$ cat config.mk
export PLATFORM = sky130hd
export DESIGN_NAME = asd_ctrl
export DESIGN_NICKNAME = d
export VERILOG_FILES = /design/src/asd_pkg.sv /design/src/asd_ctrl.sv
export SDC_FILE = /design/constraint.sdc
export NUM_CORES = 1
export LEC_CHECK = 0
export ABC_AREA = 1
export BUFFER_PORTS_ARGS = -buffer_cell sky130_fd_sc_hd__buf_2
export CORE_MARGIN = 4
export CORE_UTILIZATION = 45
export DETAILED_ROUTE_END_ITERATION = 7
export GPL_ROUTABILITY_DRIVEN = 0
export PLACE_DENSITY = 0.89
export SYNTH_ARGS = -nofsm -noshare
export SYNTH_HDL_FRONTEND = slang
export SYNTH_SLANG_ARGS = --single-unit
$ cat constraint.sdc
create_clock -name clk_i -period 3.8 [get_ports clk_i]
set_clock_uncertainty 0.15 [all_clocks]
set_input_delay 0.76 -clock clk_i [delete_from_list [all_inputs] [get_ports clk_i]]
set_output_delay 0.76 -clock clk_i [all_outputs]
set_load 0.02 [all_outputs]
$ cat src/asd_pkg.sv
`default_nettype none
package asd_pkg;

  localparam int MAX_FRAMES   = 1024;
  localparam int MAX_CHANNELS = 8;
  localparam int DEPTH        = MAX_FRAMES * MAX_CHANNELS;
  localparam int ADDR_W       = $clog2(DEPTH);
  localparam int DIV_STEPS    = 26;

  localparam logic CFG_CHANNELS  = 1'b0;
  localparam logic CFG_THRESHOLD = 1'b1;

  localparam logic [1:0] REQ_WRITE = 2'd0;
  localparam logic [1:0] REQ_RUN   = 2'd1;
  localparam logic [1:0] REQ_READ  = 2'd2;

  localparam logic [1:0] RPL_WRITE = 2'd0;
  localparam logic [1:0] RPL_RUN   = 2'd1;
  localparam logic [1:0] RPL_READ  = 2'd2;

  localparam logic [1:0] ASEL_IN = 2'd0;
  localparam logic [1:0] ASEL_A  = 2'd1;
  localparam logic [1:0] ASEL_B  = 2'd2;
  localparam logic [1:0] ASEL_K  = 2'd3;

  localparam logic [1:0] WSEL_IN   = 2'd0;
  localparam logic [1:0] WSEL_ZERO = 2'd1;
  localparam logic [1:0] WSEL_SCL  = 2'd2;

  typedef struct packed {
    logic [1:0] addr_sel;
    logic [1:0] wdata_sel;
    logic       mem_we;
    logic       mem_re;
    logic       run_init;
    logic       lat_a;
    logic       lat_b;
    logic       start_a;
    logic       start_b;
    logic       g_dec;
    logic       g_inc;
    logic       mul_load;
    logic       div_step;
    logic       f_inc;
    logic       ch_inc;
    logic       out_load;
    logic [1:0] out_kind;
  } cmd_t;

  typedef struct packed {
    logic run_empty;
    logic glitch;
    logic g_zero;
    logic fw_end;
    logic breaks;
    logic div_done;
    logic f_more;
    logic ch_more;
    logic out_free;
    logic dir_fwd;
  } sts_t;

endpackage
`default_nettype wire

$ cat src/asd_ctrl.sv
`default_nettype none
module asd_ctrl (
  input  wire logic          clk_i,
  input  wire logic          rst_ni,
  input  wire logic          in_valid_i,
  input  wire logic [1:0]    req_type_i,
  output logic               in_ready_o,
  input  wire asd_pkg::sts_t sts_i,
  output asd_pkg::cmd_t      cmd_o
);

  localparam logic [3:0] S_IDLE    = 4'd0;
  localparam logic [3:0] S_CHK     = 4'd1;
  localparam logic [3:0] S_RDA     = 4'd2;
  localparam logic [3:0] S_RDB     = 4'd3;
  localparam logic [3:0] S_CMP     = 4'd4;
  localparam logic [3:0] S_BW_NEXT = 4'd5;
  localparam logic [3:0] S_WRD     = 4'd6;
  localparam logic [3:0] S_WCHK    = 4'd7;
  localparam logic [3:0] S_DIV     = 4'd8;
  localparam logic [3:0] S_WWR     = 4'd9;
  localparam logic [3:0] S_FW_INIT = 4'd10;
  localparam logic [3:0] S_FW_NEXT = 4'd11;
  localparam logic [3:0] S_ADV     = 4'd12;
  localparam logic [3:0] S_DONE    = 4'd13;

  logic [3:0] state_q, state_d;

  assign in_ready_o = (state_q == S_IDLE) && sts_i.out_free;

  always_comb begin
    cmd_o = '0;
    state_d = state_q;
    case (state_q)
      S_IDLE: begin
        if (in_valid_i && in_ready_o) begin
          cmd_o.addr_sel = asd_pkg::ASEL_IN;
          case (req_type_i)
            asd_pkg::REQ_WRITE: begin
              cmd_o.mem_we    = 1'b1;
              cmd_o.wdata_sel = asd_pkg::WSEL_IN;
              cmd_o.out_load  = 1'b1;
              cmd_o.out_kind  = asd_pkg::RPL_WRITE;
            end
            asd_pkg::REQ_RUN: begin
              cmd_o.run_init = 1'b1;
              state_d = S_CHK;
            end
            default: begin
              cmd_o.mem_re   = 1'b1;
              cmd_o.out_load = 1'b1;
              cmd_o.out_kind = asd_pkg::RPL_READ;
            end
          endcase
        end
      end
      S_CHK: state_d = sts_i.run_empty ? S_DONE : S_RDA;
      S_RDA: begin
        cmd_o.addr_sel = asd_pkg::ASEL_A;
        cmd_o.mem_re = 1'b1;
        state_d = S_RDB;
      end
      S_RDB: begin
        cmd_o.lat_a = 1'b1;
        cmd_o.addr_sel = asd_pkg::ASEL_B;
        cmd_o.mem_re = 1'b1;
        state_d = S_CMP;
      end
      S_CMP: begin
        cmd_o.lat_b = 1'b1;
        if (sts_i.glitch) begin
          cmd_o.addr_sel  = asd_pkg::ASEL_A;
          cmd_o.wdata_sel = asd_pkg::WSEL_ZERO;
          cmd_o.mem_we    = 1'b1;
          cmd_o.start_a   = 1'b1;
          state_d = S_BW_NEXT;
        end else begin
          state_d = S_ADV;
        end
      end
      S_BW_NEXT: begin
        if (sts_i.g_zero) begin
          state_d = S_FW_INIT;
        end else begin
          cmd_o.g_dec = 1'b1;
          state_d = S_WRD;
        end
      end
      S_WRD: begin
        cmd_o.addr_sel = asd_pkg::ASEL_K;
        cmd_o.mem_re = 1'b1;
        state_d = S_WCHK;
      end
      S_WCHK: begin
        if (sts_i.breaks) begin
          state_d = sts_i.dir_fwd ? S_ADV : S_FW_INIT;
        end else begin
          cmd_o.mul_load = 1'b1;
          state_d = S_DIV;
        end
      end
      S_DIV: begin
        cmd_o.div_step = 1'b1;
        if (sts_i.div_done) state_d = S_WWR;
      end
      S_WWR: begin
        cmd_o.addr_sel  = asd_pkg::ASEL_K;
        cmd_o.wdata_sel = asd_pkg::WSEL_SCL;
        cmd_o.mem_we    = 1'b1;
        state_d = sts_i.dir_fwd ? S_FW_NEXT : S_BW_NEXT;
      end
      S_FW_INIT: begin
        cmd_o.addr_sel  = asd_pkg::ASEL_B;
        cmd_o.wdata_sel = asd_pkg::WSEL_ZERO;
        cmd_o.mem_we    = 1'b1;
        cmd_o.start_b   = 1'b1;
        state_d = S_FW_NEXT;
      end
      S_FW_NEXT: begin
        if (sts_i.fw_end) begin
          state_d = S_ADV;
        end else begin
          cmd_o.g_inc = 1'b1;
          state_d = S_WRD;
        end
      end
      S_ADV: begin
        if (sts_i.f_more) begin
          cmd_o.f_inc = 1'b1;
          state_d = S_RDA;
        end else if (sts_i.ch_more) begin
          cmd_o.ch_inc = 1'b1;
          state_d = S_RDA;
        end else begin
          state_d = S_DONE;
        end
      end
      S_DONE: begin
        if (sts_i.out_free) begin
          cmd_o.out_load = 1'b1;
          cmd_o.out_kind = asd_pkg::RPL_RUN;
          state_d = S_IDLE;
        end
      end
      default: state_d = S_IDLE;
    endcase
  end

  always_ff @(posedge clk_i or negedge rst_ni) begin
    if (!rst_ni) state_q <= S_IDLE;
    else         state_q <= state_d;
  end

endmodule
`default_nettype wire

==> results by group, run 1 <==
Cells and area
  • Antenna cells: 0
  • Area Overhead vs Synth: 35.09%
  • Register area: 100.1 um2
  • Design Area, Final: about 830 um2
  • Fill count: around 130
  • Share of cells above drive strength 1: approximately 31%
  • Final nets: 174
  • Final design utilization: about 64%
  • Largest registers: state_q x4
  • Area of the multi-input gates: 415.4 um2
  • Most flops, register: state_q
  • Max FFs per register: 4

Drt
  • First-pass DRT Iterations: 4
  • Drc violations: 0
  • Vias per inst: 5.105
  • ANT nets after route: 0
  • DRC marker count from the first detailed-route iteration: 24
  • DR vias: 878
  • WL/cell: 10.58 um
  • WL final: 1820 um

Global routing
  • Overflow after GRT: 0
  • Vias in the first global route: just under 800
  • Initial antenna violation count: 0
  • Gr usage total: 21.11%
  • Pin count of the biggest net entering global routing: 8
  • First-pass GRT wire length: between 3000 and 4000 um

Clock network
  • Worst skew pair latency: 230 ps
  • H-tree depth: 1
  • Cts bufs inserted: 3
  • Max clock buf depth: 2
  • Hold_buf cts: 0
  • Post-CTS Setup Bufs: 0
  • CTS sink count: 4
  • Post-cts sizing count: 0
  • CTS tree: built
  • Clock slew at reported path FFs: 40 ps
  • CTS root buf: clkbuf_4

Power
  • Internal: 0.2484 mW
  • Sequential power share: 17.2%
  • Sw Ratio: 59.06%
  • Combinational power share: 74.2%
  • Power consumption: 0.6066 mW
  • Peak VDD IR: 0.3815 mV
  • Net switching power figure: between 0.3 and 0.4 mW
  • Leak Pwr: 0.6040 nW
  • Clock share of power: around 8.6%
  • PD cells: 727.9 nW/um2

Critical path
  • Max FO, Critical Path: 7
  • Reg-to-reg startpoint: state_q[2]
  • Crit path to: cmd_o[15]
  • Critical path arrival: 1600 ps
  • Worst Reg-to-Reg Cells: 7
  • FF-to-FF End: state_q[0]
  • Critical Path Sink Type: primary output
  • Reg2reg setup slack: around 2300 ps
  • Crit path kind: flop to primary output
  • Critical Path RT: 2890 ps
  • Critical Path Source Type: flop
  • Setup crit start: state_q[1]

Synthesis
  • Avg Cell Area, Syn: 5.184 um2
  • Mapped Area: 616.8 um2
  • Gate count of the mapped netlist: 119
  • Syn Nets: about 130
  • Share of flip-flops with an asynchronous set or reset: 100.0%
  • Synth top cells by count: nand2_1 (33), inv_1 (25), nor2_1 (18)
  • Synthesized flop and latch total: 4
  • Post-synth EDFFs: 0
  • Distinct cell type count of the synthesized netlist: 17
  • Top cell type's share of synthesized area: 20.08%
  • YS warnings: 0
  • Synth area leaders: nand2_1 (20%), dfrtp_1 (16%), inv_1 (15%)
  • Most common cell in the synthesized netlist: nand2_1
  • Cell taking the most area after synthesis: nand2_1
  • Top FF cell, synth: dfrtp_1
  • Register area share after synthesis: 16.23%

STA
  • Final Hold Fails: 0
  • Final worst-path cycle share: 66.15%
  • Final WS setup: around 1300 ps
  • Final Max Slew Viols: 0
  • Post-layout min period: 2514 ps
  • RSZ-0062 raised after global routing: no
  • Setup Viol. Count Final: 0
  • Actual slew at the worst max-slew pin: between 200 and 300 ps
  • Max Freq: 0.3978 GHz
  • Sum Neg Setup Slack: 0 ps
  • Relative slew margins: 80.06%

Outcome
  • Status: completed

Floorplanning
  • Core Rows: 13
  • Core Box Area: 1301 um2
  • Starting Density: 47.40%
  • Die extent in y: around 45 um
  • Die X-Extent: 45.03 um
  • # IOs: 36
  • Die footprint: 2027 um2

Min path
  • Hold Path Class: input port to async pin

Placed design
  • Post-Place Setup Slack: 1342 ps
  • Placed Area: 810.8 um2
  • # port buffers: 35
  • Detailed placer's ending HPWL: approximately 1500 um

Job
  • Max-Cap Viols: 0
## worst min-delay path by stage
stage,depth (start not counted),slack (ps),startpoint,endpoint
after floorplan,0,310,rst_ni,state_q[0]
after global placement,1,410,rst_ni,state_q[0]
after detailed placement,1,410,rst_ni,state_q[2]
after CTS,1,170,rst_ni,state_q[1]
after global routing,1,150,rst_ni,state_q[1]
final,1,170,rst_ni,state_q[1]
## cells in the final DEF (no fill, tap or decap)
cell      instances
o21ai_1           1
buf_2            35
nand3_1          15
clkbuf_4          3
o21ai_0           4
a31oi_1           2
nor2_2            2
nor2_1           18
o31ai_1           1
nor2_4            4
nand2_1          33
nand2_2           3
inv_2             2
a21oi_1           1
dfrtp_1           4
o22ai_1           1
inv_1            25
nor3_1            2
nand4_1           1
## per-stage QoR
step | hold slack (ps) | std cells
after floorplan | 314.4 | 119
after global placement | 412.7 | 169
after detailed placement | 414.3 | 169
after CTS | 167.0 | 172
after global routing | 153.7 | 172
final | 169.5 | 172
## critical path, cell delays in order (launching register included)
cell	delay (ps)
dfrtp_1	440
nor2_4	210
nand2_1	120
nor2_2	100
nand2_1	110
o31ai_1	190
buf_2	190
## power by group through the flow
stage	sequential [mW]	clock [mW]	combinational, mW
after floorplan	0.100	0	0.331
final	0.104	0.0522	0.450
after detailed placement	0.105	0	0.448
after global routing	0.108	0.0583	0.511
after CTS	0.105	0.0529	0.450
after global placement	0.104	0	0.440
## per-layer routing
metal  track usage, %  routed length, um
met5                0                  0
met4            9.942                 21
met3            6.375                212
met2            34.75                877
met1            24.82                708
## logic make-up (layout without fill, tap and decap cells)
logic type             after synthesis  count (layout)  synth area share [%]
AOI/OAI and AO/OA                   10              10                 9.127
DFF                                  4               4                 16.23
buffers and inverters               27              65                 16.43
and+or+nand+nor                     78              78                 58.21
## area by class of cell
cell class | instances | share of cell area [%]
clock buffers | 3 | 2.703
inverters | 27 | 12.16
multi-input cells | 88 | 49.85
flip-flops and latches | 4 | 12.01
well taps | 15 | 2.252
repair buffers | 35 | 21.02
Power figures use the tool's default switching activity.
==> run 2: changes to the inputs <==
CORE_UTILIZATION = 42   (was 45)
PLACE_DENSITY = 0.84   (was 0.89)
clock period = 2.4 ns   (was 3.8 ns; I/O delays follow)
==> results by group, run 2 (synthesis results as in run 1) <==
Outcome
  • Status: completed

Drt
  • DRC marker count from the first detailed-route iteration: 29
  • DR vias: 893
  • Vias per inst: between 5 and 6
  • First-pass DRT Iterations: 4
  • WL/cell: 11.09 um
  • ANT nets after route: 0
  • Drc violations: 0
  • WL final: 1941 um

Placed design
  • Dpl cells: 169
  • # port buffers: 35
  • Detailed placer's ending HPWL: 1612 um

Cells and area
  • Antenna cells: 0
  • Largest registers: state_q x4
  • Final nets: 177
  • Max FFs per register: 4
  • Most frequent cells in the layout: buf_2 (35), nand2_1 (33), inv_1 (25)
  • Share of cells above drive strength 1: approximately a third
  • Commonest non-fill, non-tap cell in the layout: buf_2
  • Area Overhead vs Synth: 40.36%
  • Most flops, register: state_q
  • Non-Filler Instances: 175

Job
  • Max-Cap Viols: 0

Clock network
  • H-tree depth: 1
  • Clock slew at reported path FFs: 40 ps
  • Max clock buf depth: 2
  • CTS root buf: clkbuf_4
  • CTS sink count: 4
  • CTS tree: built
  • Worst skew pair latency: 240 ps
  • Cts bufs inserted: 3

Power
  • Peak VDD IR: 0.7750 mV
  • PD cells: roughly 1200 nW/um2
  • Power consumption: 1.013 mW
  • Leak Pwr: 0.6176 nW

STA
  • Max Freq: 0.4554 GHz
  • Setup Viol. Count Final: 0
  • Post-layout min period: 2196 ps
  • Final Hold Fails: 0
  • Final worst-path cycle share: around nine tenths
  • Actual slew at the worst max-slew pin: 276.6 ps
  • RSZ-0062 raised after global routing: no
  • Minimum hold slack: about 370 ps
  • Relative slew margins: 81.42%
  • Final Max Slew Viols: 0
  • Sum Neg Setup Slack: 0 ps

Min path
  • Endpoint, Worst Hold: state_q[3]
  • Min-Delay Path Depth: 4
  • Hold Startpoint: sts_i[4]
  • Hold Path Class: input port to flop

Floorplanning
  • # IOs: 36
  • Die extent in y: between 40 and 50 um
  • Core Box Area: 1350 um2
  • Core Rows: 13
  • Die X-Extent: 46.33 um
  • Die footprint: 2146 um2
  • Starting Density: between 40% and 50%

Critical path
  • Reg2reg setup slack: around 880 ps
  • Worst Reg-to-Reg Cells: 8
  • Critical path arrival: 1570 ps
  • Critical Path Sink Type: primary output
  • Reg-to-reg startpoint: state_q[1]
  • Crit path kind: flop to primary output
  • Critical Path RT: approximately 1800 ps
  • Max FO, Critical Path: 5
  • FF-to-FF End: state_q[0]
  • Critical Path Source Type: flop

Global routing
  • Gr usage total: just under 20%
  • Initial antenna violation count: 0
  • Overflow after GRT: 0
  • Busiest grt layer: met2
  • First-pass GRT wire length: between 3000 and 4000 um
  • Pin count of the biggest net entering global routing: 8
  • Met1 Use GR: 23.67%
  • M2 GR Usage: 31.59%
  • GR Util met3: 5.859%
  • Vias in the first global route: 781
[run 2: stage by stage]
stage	worst slack [ps]	util [%]	cell area (um2)
6_report	204.0	64.13	865.8
2_1_floorplan	131.7	-	616.8
4_1_cts	154.4	62.47	843.3
5_1_grt	26.13	64.13	865.8
3_3_place_gp	483.2	60.06	810.8
3_5_place_dp	412.8	60.06	810.8
[run 2: worst max-delay path, cell delays in order (launching register included)]
cell     delay [ps]
dfrtp_2         460
nor2_4          180
nand2_1         100
nor2_2          100
nand2_1         110
o31ai_2         180
buf_2           190
[run 2: worst max-delay path by stage]
stage | startpoint | to | slack [ps]
2_1_floorplan | state_q[2] | cmd_o[15] | 130
3_3_place_gp | state_q[2] | cmd_o[15] | 480
3_5_place_dp | state_q[2] | cmd_o[15] | 410
4_1_cts | state_q[2] | cmd_o[15] | 150
5_1_grt | state_q[2] | cmd_o[15] | 30
6_report | state_q[2] | cmd_o[15] | 200
[run 2: per-layer routing]
metal,wire [um],vias up
li1,-,449
met1,825,387
met2,893,53
met3,186,4
met4,36,0
met5,0,-
[run 2: area by class of cell]
class	count	area [um2]
Multi-Input combinational cell	88	420.4
Timing Repair Buffer	38	200.2
Tap cell	15	18.77
Clock buffer	3	22.52
Sequential cell	4	102.6
Fill cell	134	484.2
Inverter	27	101.3
[run 2: report_power, final]
group | switching, mW | internal (mW)
Sequential | 0.0632 | 0.106
Combinational | 0.497 | 0.262
Clock | 0.0299 | 0.0561
Total | 0.590 | 0.424
[run 2: repair_timing]
item,4_1_cts,5_1_grt
hold buffers,1,0
endpoints found under the setup margin,0,1
hold endpoints to repair,4,0
gates resized for setup,0,3
buffers inserted,0,2
==> run 3: changes to the inputs <==
==> constraint.sdc (replaced) <==
create_clock -name clk_i -period 2.4 [get_ports clk_i]
set_clock_uncertainty 0.15 [all_clocks]
set_input_delay 0.24 -clock clk_i [delete_from_list [all_inputs] [get_ports clk_i]]
set_output_delay 0.24 -clock clk_i [all_outputs]
set_load 0.02 [all_outputs]
==> results by group, run 3 (synthesis results as in run 1) <==
Global routing
  • Vias in the first global route: 761
  • Overflow after GRT: 0
  • First-pass GRT wire length: 3036 um
  • Met1 Use GR: 24.13%
  • Gr usage total: about a fifth
  • Initial antenna violation count: 0
  • GR Util met3: 3.906%
  • M2 GR Usage: between 30% and 40%
  • Pin count of the biggest net entering global routing: 8
  • Busiest grt layer: met2

Cells and area
  • Antenna cells: 0
  • Area Overhead vs Synth: 36.71%
  • Non-Filler Instances: ~170
  • Final nets: around 180
  • Largest registers: state_q x4
  • Fill count: 130
  • Max FFs per register: 4
  • Commonest non-fill, non-tap cell in the layout: buf_2
  • Share of cells above drive strength 1: 31.01%
  • Most frequent cells in the layout: buf_2 (35), nand2_1 (33), inv_1 (25)
  • Most flops, register: state_q

Floorplanning
  • Core Box Area: 1350 um2
  • # IOs: 36
  • Starting Density: 45.69%
  • Core Rows: 13
  • Die extent in y: 46.33 um
  • Die X-Extent: 46.33 um
  • Die footprint: 2146 um2

Drt
  • DR vias: roughly 870
  • WL/cell: 10.75 um
  • First-pass DRT Iterations: 4
  • WL final: 1859 um
  • DRC marker count from the first detailed-route iteration: 32
  • Drc violations: 0
  • Vias per inst: 5.012
  • ANT nets after route: 0

Placed design
  • # port buffers: 35
  • Dpl cells: 169
  • Detailed placer's ending HPWL: 1578 um
  • Post-Place Setup Slack: 654.7 ps

Clock network
  • Clock slew at reported path FFs: 40 ps
  • H-tree depth: 1
  • Max clock buf depth: 2
  • Cts bufs inserted: 3
  • CTS tree: built
  • Post-cts sizing count: 0
  • Worst skew pair latency: 240 ps
  • CTS root buf: clkbuf_4
  • CTS sink count: 4

Power
  • Sw Ratio: between 50% and 60%
  • Leak Pwr: 0.6082 nW
  • Net switching power figure: 0.5763 mW
  • Sequential power share: 17.0%
  • Peak VDD IR: 0.6412 mV
  • Internal: 0.3944 mW
  • Power consumption: 0.9707 mW
  • Clock share of power: 8.7%
  • Combinational power share: 74.3%
  • PD cells: 1151 nW/um2

Critical path
  • Delay-heaviest family, CP: simple AND/OR/NAND/NOR gates
  • CP bufs+invs: 1
  • CP max-delay cell: dfrtp_1
  • Max FO, Critical Path: 5
  • Critical Path Source Type: flop
  • Reg2reg setup slack: 890 ps
  • Critical Path Sink Type: primary output
  • CP max stage delay: 480 ps
  • Critical path arrival: between 1500 and 2000 ps
  • Crit path kind: flop to primary output
  • Crit path cell chain: nor2_4, nand2_1, nor2_2, nand2_1, o31ai_1, buf_2
  • Critical Path RT: approximately 2000 ps
  • Most common cell on crit path: nand2_1

STA
  • Final Hold Fails: 0
  • Sum Neg Setup Slack: 0 ps
  • RSZ-0062 raised after global routing: no
  • Post-layout min period: 2007 ps
  • Final Max Slew Viols: 0
  • Relative slew margins: between 70% and 80%
  • Setup Viol. Count Final: 0
  • Final worst-path cycle share: about 84%
  • Actual slew at the worst max-slew pin: approximately 310 ps
  • Max Freq: approximately 0.50 GHz
  • Final WS setup: between 300 and 400 ps

Outcome
  • Status: completed

Min path
  • Hold Path Class: input port to flop

Job
  • Max-Cap Viols: 0
[run 3: metrics by stage]
step / hold WS (ps) / util, % / area, um2
2_1_floorplan: -205.6 / - / 616.8
3_3_place_gp: -100.3 / 60.06 / 810.8
3_5_place_dp: -99.55 / 60.06 / 810.8
4_1_cts: 128.2 / 62.47 / 843.3
5_1_grt: 139.3 / 62.47 / 843.3
6_report: 133.2 / 62.47 / 843.3
[run 3: cell type report]
class / count / area [um2] / share of cell area [%]
Multi-Input combinational cell: 88 / 415.4 / 49.26
Timing Repair Buffer: 36 / 185.2 / 21.96
Inverter: 27 / 101.3 / 12.02
Sequential cell: 4 / 100.1 / 11.87
Clock buffer: 3 / 22.52 / 2.671
Tap cell: 15 / 18.77 / 2.226
[run 3: worst paths after layout]
kind,start,to,cells after the start
max in group asynchronous,rst_ni,state_q[3],2
worst min register to register,state_q[0],state_q[2],4
min in group asynchronous,rst_ni,state_q[0],2
worst min-delay path,sts_i[4],state_q[3],4
worst max-delay path,state_q[2],cmd_o[15],6
worst max register to register,state_q[2],state_q[0],7
[run 3: power groups by stage]
stage	Clock, mW	Sequential [mW]	Combinational (mW)
global placement	0	0.161	0.708
global route	0.0924	0.172	0.807
detailed placement	0	0.167	0.714
floorplan	0	0.158	0.525
CTS	0.0874	0.165	0.720
finish	0.0841	0.165	0.721
[run 3: per-layer routing]
metal | vias up | part of all wire (%) | routed length, um
met2 | 52 | 46 | 852
met3 | 4 | 10 | 189
met5 | - | 0 | 0
met1 | 367 | 42 | 782
li1 | 444 | - | -
met4 | 0 | 1.8 | 34
[run 3: timing repair]
action / CTS / global route
endpoints found under the hold margin: 4 / 0
hold buffers: 1 / 0
buffers inserted: 0 / 0
[run 3: worst reg2reg max path: stages (launching register included)]
cell     delay, ps
dfrtp_1        510
nand2_2        120
nor2_1         190
nand2_1        120
o21ai_1        110
nor2_1          80
nand2_1         60
nand2_1         50
